===== config.mk =====
export PLATFORM = sky130hd
export DESIGN_NAME = agcr_palette
export DESIGN_NICKNAME = d
export VERILOG_FILES = /design/src/rtl/agcr_pkg.sv /design/src/rtl/agcr_palette.sv
export SDC_FILE = /design/constraint.sdc
export NUM_CORES = 1
export LEC_CHECK = 0
export ABC_CLOCK_PERIOD_IN_PS = 16100
export CORE_ASPECT_RATIO = 1.25
export CORE_MARGIN = 3
export CORE_UTILIZATION = 45
export CTS_CLUSTER_DIAMETER = 30
export DETAILED_ROUTE_END_ITERATION = 7
export DONT_BUFFER_PORTS = 1
export PLACE_DENSITY = 0.62
export SLEW_MARGIN = 10
export SYNTH_ARGS = -nofsm -noshare
export SYNTH_HDL_FRONTEND = slang
export SYNTH_SLANG_ARGS = --single-unit

===== constraint.sdc =====
create_clock -name i_clk -period 16.1 [get_ports i_clk]
set_input_delay 4.025 -clock i_clk [delete_from_list [all_inputs] [get_ports i_clk]]
set_output_delay 4.025 -clock i_clk [all_outputs]
set_load 0.01 [all_outputs]

===== src/rtl/agcr_pkg.sv =====
// ---------------------------------------------------------------------------
// agcr_pkg
// types, codes and the colour blend used by the glyph column renderer
// ---------------------------------------------------------------------------
package agcr_pkg;

    typedef enum logic [1:0] {
        OP_LOAD_WIDTH = 2'd0,
        OP_LOAD_FONT  = 2'd1,
        OP_BEGIN_CHAR = 2'd2,
        OP_DRAW_COL   = 2'd3
    } t_op;

    typedef enum logic [2:0] {
        CFG_FG_COLOR     = 3'd0,
        CFG_BG_COLOR     = 3'd1,
        CFG_ORIGIN_X     = 3'd2,
        CFG_ORIGIN_Y     = 3'd3,
        CFG_FIRST_CHAR   = 3'd4,
        CFG_COLUMN_BYTES = 3'd5,
        CFG_RIGHT_TO_LEFT = 3'd6
    } t_cfg_reg;

    typedef enum logic [2:0] {
        S_IDLE,
        S_WALK,
        S_WCNT,
        S_DCOL,
        S_DRD,
        S_DPIX
    } t_state;

    typedef logic [15:0] t_rgb565;
    typedef logic [3:0][15:0] t_palette;

    localparam logic [1:0] LVL_NONE = 2'd0;
    localparam logic [1:0] LVL_HALF = 2'd1;
    localparam logic [1:0] LVL_MOST = 2'd2;
    localparam logic [1:0] LVL_FULL = 2'd3;

    // 6554 / 65536 gives floor(x / 10) for x below 16000
    localparam logic [25:0] RECIP_TEN = 26'd6554;

    // bg + ratio * (fg - bg) / 100 truncated toward zero
    function automatic logic [7:0] blend_channel(input logic [7:0] bg,
                                                 input logic [7:0] fg,
                                                 input logic [1:0] lvl);
        logic signed [9:0] d;
        logic [8:0]        mag;
        logic [11:0]       m7;
        logic [25:0]       q;
        logic [7:0]        part;
        logic [7:0]        res;
        d    = $signed({2'b00, fg}) - $signed({2'b00, bg});
        mag  = d[9] ? 9'(-d) : 9'(d);
        m7   = 12'(mag) * 12'd7;
        q    = 26'(m7) * RECIP_TEN;
        part = 8'd0;
        res  = bg;
        unique case (lvl)
            LVL_NONE: res = bg;
            LVL_FULL: res = fg;
            LVL_HALF: begin
                part = 8'(mag >> 1);
                res  = d[9] ? bg - part : bg + part;
            end
            LVL_MOST: begin
                part = 8'(q >> 16);
                res  = d[9] ? bg - part : bg + part;
            end
            default: res = bg;
        endcase
        return res;
    endfunction

    function automatic t_rgb565 blend_rgb565(input logic [23:0] bg,
                                             input logic [23:0] fg,
                                             input logic [1:0] lvl);
        logic [7:0] r;
        logic [7:0] g;
        logic [7:0] b;
        r = blend_channel(bg[23:16], fg[23:16], lvl);
        g = blend_channel(bg[15:8], fg[15:8], lvl);
        b = blend_channel(bg[7:0], fg[7:0], lvl);
        return {r[7:3], g[7:2], b[7:3]};
    endfunction

endpackage


===== src/rtl/agcr_palette.sv =====
// ---------------------------------------------------------------------------
// agcr_palette
// registered four-entry RGB565 palette, one colour per antialias level
// ---------------------------------------------------------------------------
module agcr_palette (
    input  logic                i_clk,
    input  logic [23:0]         i_fg,
    input  logic [23:0]         i_bg,
    output agcr_pkg::t_palette  o_pal
);

    agcr_pkg::t_palette r_pal;

    always_ff @(posedge i_clk) begin
        for (int k = 0; k < 4; k++) begin
            r_pal[k] <= agcr_pkg::blend_rgb565(i_bg, i_fg, 2'(k));
        end
    end

    assign o_pal = r_pal;

endmodule


======== Word-level counts from Yosys, hierarchy flattened ========
Index checks and enable logic that the tools add are counted.
Widths: inputs -> output; s select.
operators by class
  $add $sub $neg .......................... 18
  multiply operators ...................... 6
  muxes and demuxes ....................... 9
operators by type and width
  kind                    count
  $mul 12x12->23 const B  3
  $add 8x8->8             6
  $mux 8                  6
  $sub 8x8->8             6
  $mul 9x3->12 const B    3
  $mux 9                  3
  $neg 9->9               3
  $sub 8x8->9             3
storage, ports and cells
  bits in registers ....................... 64
  input port bits ......................... 49
  output and inout port bits .............. 64
  logic and storage cells ................. 37

======== Longest topological paths before layout ========
  depth in word-level cells ............... 7
  depth in mapped cells ................... 53
  depth with buffers taken out ............ 51

======== Worst setup path after synthesis ========
No wires, ideal clock.
  path kind ............................... input to register
  start point ............................. input i_fg[8]
  end point ............................... register r_pal (netlist bit o_pal[42])
  library setup time ...................... 0.130 ns
  arrival ................................. 14.203 ns
  required time ........................... 15.970 ns
  slack ................................... 1.768 ns
  stages .................................. 50
  path buffers ............................ 1
  cells stage by stage .................... inv_1 -> ha_1 -> inv_1 -> fa_1 -> a21o_1 -> a21oi_1 -> nor2b_1 -> o21a_1 -> o21ai_0 -> buf_2 -> mux2i_1 -> inv_1 -> fa_1 -> ha_1 -> inv_1 -> fa_1 -> inv_1 -> a21oi_1 -> (+14 left out) -> nand3_1 -> o22ai_1 -> a211oi_2 -> inv_1 -> a21oi_1 -> xor2_1 -> ha_1 -> nor2b_1 -> nand4_1 -> mux2i_1 -> nor2_1 -> o2111a_1 -> a2111oi_2 -> xor2_1 -> ha_1 -> a21oi_1 -> a21oi_1 -> xnor3_1
on the way
  cells in the longest elaborated chain, start to end .. 7
  elaborated cells on any way between the ends .. 8
  classes of those cells .................. add/sub (4); mul (2); mux (2)
ends and longest elaborated chain
  item                                               RTL line            source
  start, declared                                    agcr_palette.sv:7   input logic [23:0] i_fg,
  $sub 8x8->9 (*)                                    n/a
  $neg 9->9                                          agcr_pkg.sv:55      mag = d[9] ? 9'(-d) : 9'(d);
  $mux 9                                             agcr_pkg.sv:55
  $mul 9x3->12                                       agcr_pkg.sv:56      m7 = 12'(mag) * 12'd7;
  $mul 12x12->23                                     n/a
  $add 8x8->8 / $sub 8x8->8 (equally long branches)  agcr_pkg.sv:69      res = d[9] ? bg - part : bg + part;
  $mux 8 (*)                                         agcr_pkg.sv:69
  end signal, assigned by index                      agcr_palette.sv:16  r_pal[k] <= agcr_pkg::blend_rgb565(i_bg, i_fg, 2'(k));
  end, declared                                      agcr_palette.sv:12  agcr_pkg::t_palette r_pal;
Every way passes the cells marked *; elsewhere a longest branch is shown, timed or not.

======== Worst setup path after layout ========
Same ends and word-level chain as after synthesis.

==> flow_metrics.tcl <==
set metrics [dict create \
    drc 0 \
    cts_tree "yes" \
    stdcell_area_sq_um 15510 \
    clk_pin_slew_ns 0.06 \
    setup_viol 0 \
    antenna_found_initial 0 \
    grt_max_degree 21 \
    holdPathEnd "o_pal[53]" \
    start_util 0.4589 \
    antenna_cells 0 \
    worstHoldStart "i_fg[10]" \
    crit_path_top_delay_cell "fa_1" \
    area_delta_synth_final_pct 5.442 \
    cp-start-kind "primary input" \
    io_pins 113 \
    startpoint "i_fg[8]" \
    place_congestion 0.8727 \
    layout-drive-gt1-share 0.03197 \
    status "complete, no violations" \
    core_sq_um 32060 \
    hpwl_um 28270 \
    cts_root_buf "clkbuf_16" \
    via_per_inst 5.150 \
    fmax_ghz 0.06682 \
    synth_fp_nets 2202 \
    grt_usage 0.1844 \
    cts_resized 0 \
    worst_setup_path_end_kind "flip-flop" \
    crit_family "adder cells" \
    synth-seq-cells 64 \
    dieArea_sq_um 34910 \
    hold_buffers 0 \
    avgSynthCellArea_sq_um 8.890 \
    nFillCells 2999 \
    post-place-ws_ns 0.7311 \
    crit_type "in -> reg" \
    cts-htree-levels 3 \
    overflow 0 \
    clk_path_buf_depth 2 \
    critPathMaxFanout 13 \
    setup_slack_ns 1.133 \
    drt_iter0_drc 271 \
    period_minus_slack_ns 14.97 \
    syn_area_sq_um 14710 \
    final_util 0.4839 \
    cp.required_ns 16.33 \
    tightest_slew_ns 1.141 \
    grt_pass1_vias 11230 \
    die_height_um 208.2 \
    ant_nets 0 \
    drv_cap 0 \
    period_share 0.9296 \
    finalSetupTns_ns 0 \
    ys_warn_count 0 \
    cts_buffers 9 \
    crit_path_frequent_cell "inv_1" \
    path_buf_inv 11 \
    slew_violations 0 \
    final_hold_viol_count 0 \
    drt_wl_total_um 31530 \
    synth_ff_type "dfxtp_1" \
    rows 73 \
    critPathArrivalTime_ns 15.20 \
    slew_headroom 0.2316 \
    seq_area_frac_synth 0.08708 \
    placedInstanceArea_sq_um 15190 \
    grt_pass1_wl_um 53230 \
    routedWlPerCell_um 15.23 \
    cts_sinks 64 \
    die_w_um 167.7 \
    post-cts-setup-buffers 0 \
    largest_reg_flops 64 \
    vias 10660 \
    nets 2201 \
    netlist_instances 1655 \
    whs_path_depth 0 \
    synth-edff-count 0 \
    hold_path.class "in -> reg" \
    synth_cell_types 77 \
    rsz0062_at_grt "no" \
    critPathMaxStageDelay_ns 0.55 \
    ys_async_sr_fraction 0 \
    first_pass_iters 4 \
    portBuffers 0 \
]
[per-layer routing]
| metal | vias up | wire length [um] | global-route usage |
|---|---|---|---|
| met5 | - | 0 | 0 |
| met4 | 0 | 830 | 0.05871 |
| met3 | 39 | 415 | 0.01140 |
| met2 | 106 | 17320 | 0.3647 |
| met1 | 5089 | 12970 | 0.2078 |
| li1 | 5426 | - | - |
[stage by stage]
step / hold WS [ns] / cells
after floorplan: 4.053 / 1655
after global placement: 4.053 / 2055
after detailed placement: 4.053 / 2055
after CTS: 3.682 / 2070
after global routing: 3.684 / 2070
final: 3.696 / 2070
[area by class of cell]
class | count | area [sq um] | area share
clock buffers | 12 | 256.5 | 0.01653
clock inverters | 3 | 65.06 | 0.004194
inverters | 374 | 1404 | 0.09049
multi-input cells | 1200 | 11950 | 0.7705
flip-flops and latches | 64 | 1281 | 0.08259
well taps | 412 | 515.5 | 0.03323
repair buffers | 5 | 37.54 | 0.002420
[cells in the mapped netlist (all sizes together), types with 8 or more instances]
| cell | n | area share |
|---|---|---|
| a21oi | 79 | 0.028 |
| and3 | 10 | 0.0043 |
| nand2b | 9 | 0.0038 |
| o31ai | 9 | 0.0046 |
| xnor2 | 98 | 0.059 |
| nand3 | 32 | 0.011 |
| ha | 366 | 0.31 |
| fa | 132 | 0.18 |
| nor2b | 20 | 0.0085 |
| dfxtp | 64 | 0.087 |
| a21o | 18 | 0.0092 |
| or3 | 15 | 0.0067 |
| o21bai | 25 | 0.013 |
| a31oi | 8 | 0.0044 |
| nor3 | 19 | 0.0068 |
| clkbuf | 12 | 0.0031 |
| inv | 374 | 0.095 |
| nand2 | 57 | 0.015 |
| o21ai | 42 | 0.015 |
| a211oi | 10 | 0.0082 |
| nor2 | 82 | 0.021 |
| xor2 | 63 | 0.038 |
[cells in the final DEF, fill, tap and decap left out, types with 4 or more instances in the layout]
cell       Yosys  routed
inv_1        374     374
ha_1         366     366
fa_1         132     132
xnor2_1       96      96
nor2_1        82      82
a21oi_1       76      76
dfxtp_1       64      64
xor2_1        63      63
nand2_1       57      57
o21ai_0       34      34
nand3_1       32      32
o21bai_1      25      25
nor2b_1       20      20
a21o_1        18      18
nor3_1        18      18
or3_1         14      14
and3_1        10      10
o31ai_1        9       9
nand2b_1       9       9
clkbuf_16      0       9
o21a_1         7       7
o211ai_1       7       7
a31oi_1        7       7
or2_2          7       7
o21ai_1        6       6
mux2i_1        6       6
and2_1         6       6
xnor3_1        5       5
nor4_1         5       5
nand4_1        5       5
buf_4          0       5
a21boi_0       4       4
a211oi_2       4       4
a211oi_1       4       4
[worst max-delay path by stage]
stage,endpoint,slack [ns],cells after the start
6_report,o_pal[42],1.13,50
5_1_grt,o_pal[42],0.13,50
4_1_cts,o_pal[42],1.10,50
3_5_place_dp,o_pal[42],0.73,50
3_3_place_gp,o_pal[42],1.19,50
2_1_floorplan,o_pal[42],1.77,50
[cell families after synthesis]
group                      synth area share
xor gates and xnor gates             0.1045
and+or+nand+nor                     0.09525
DFF                                 0.08708
buffers and inverters                0.1004
adders and majority gates            0.4909
AOI/OAI and AO/OA                    0.1170
muxes                              0.004847
Power is not shown: default switching activity piles up to over one toggle a cycle in this logic, so the estimate is an artifact.
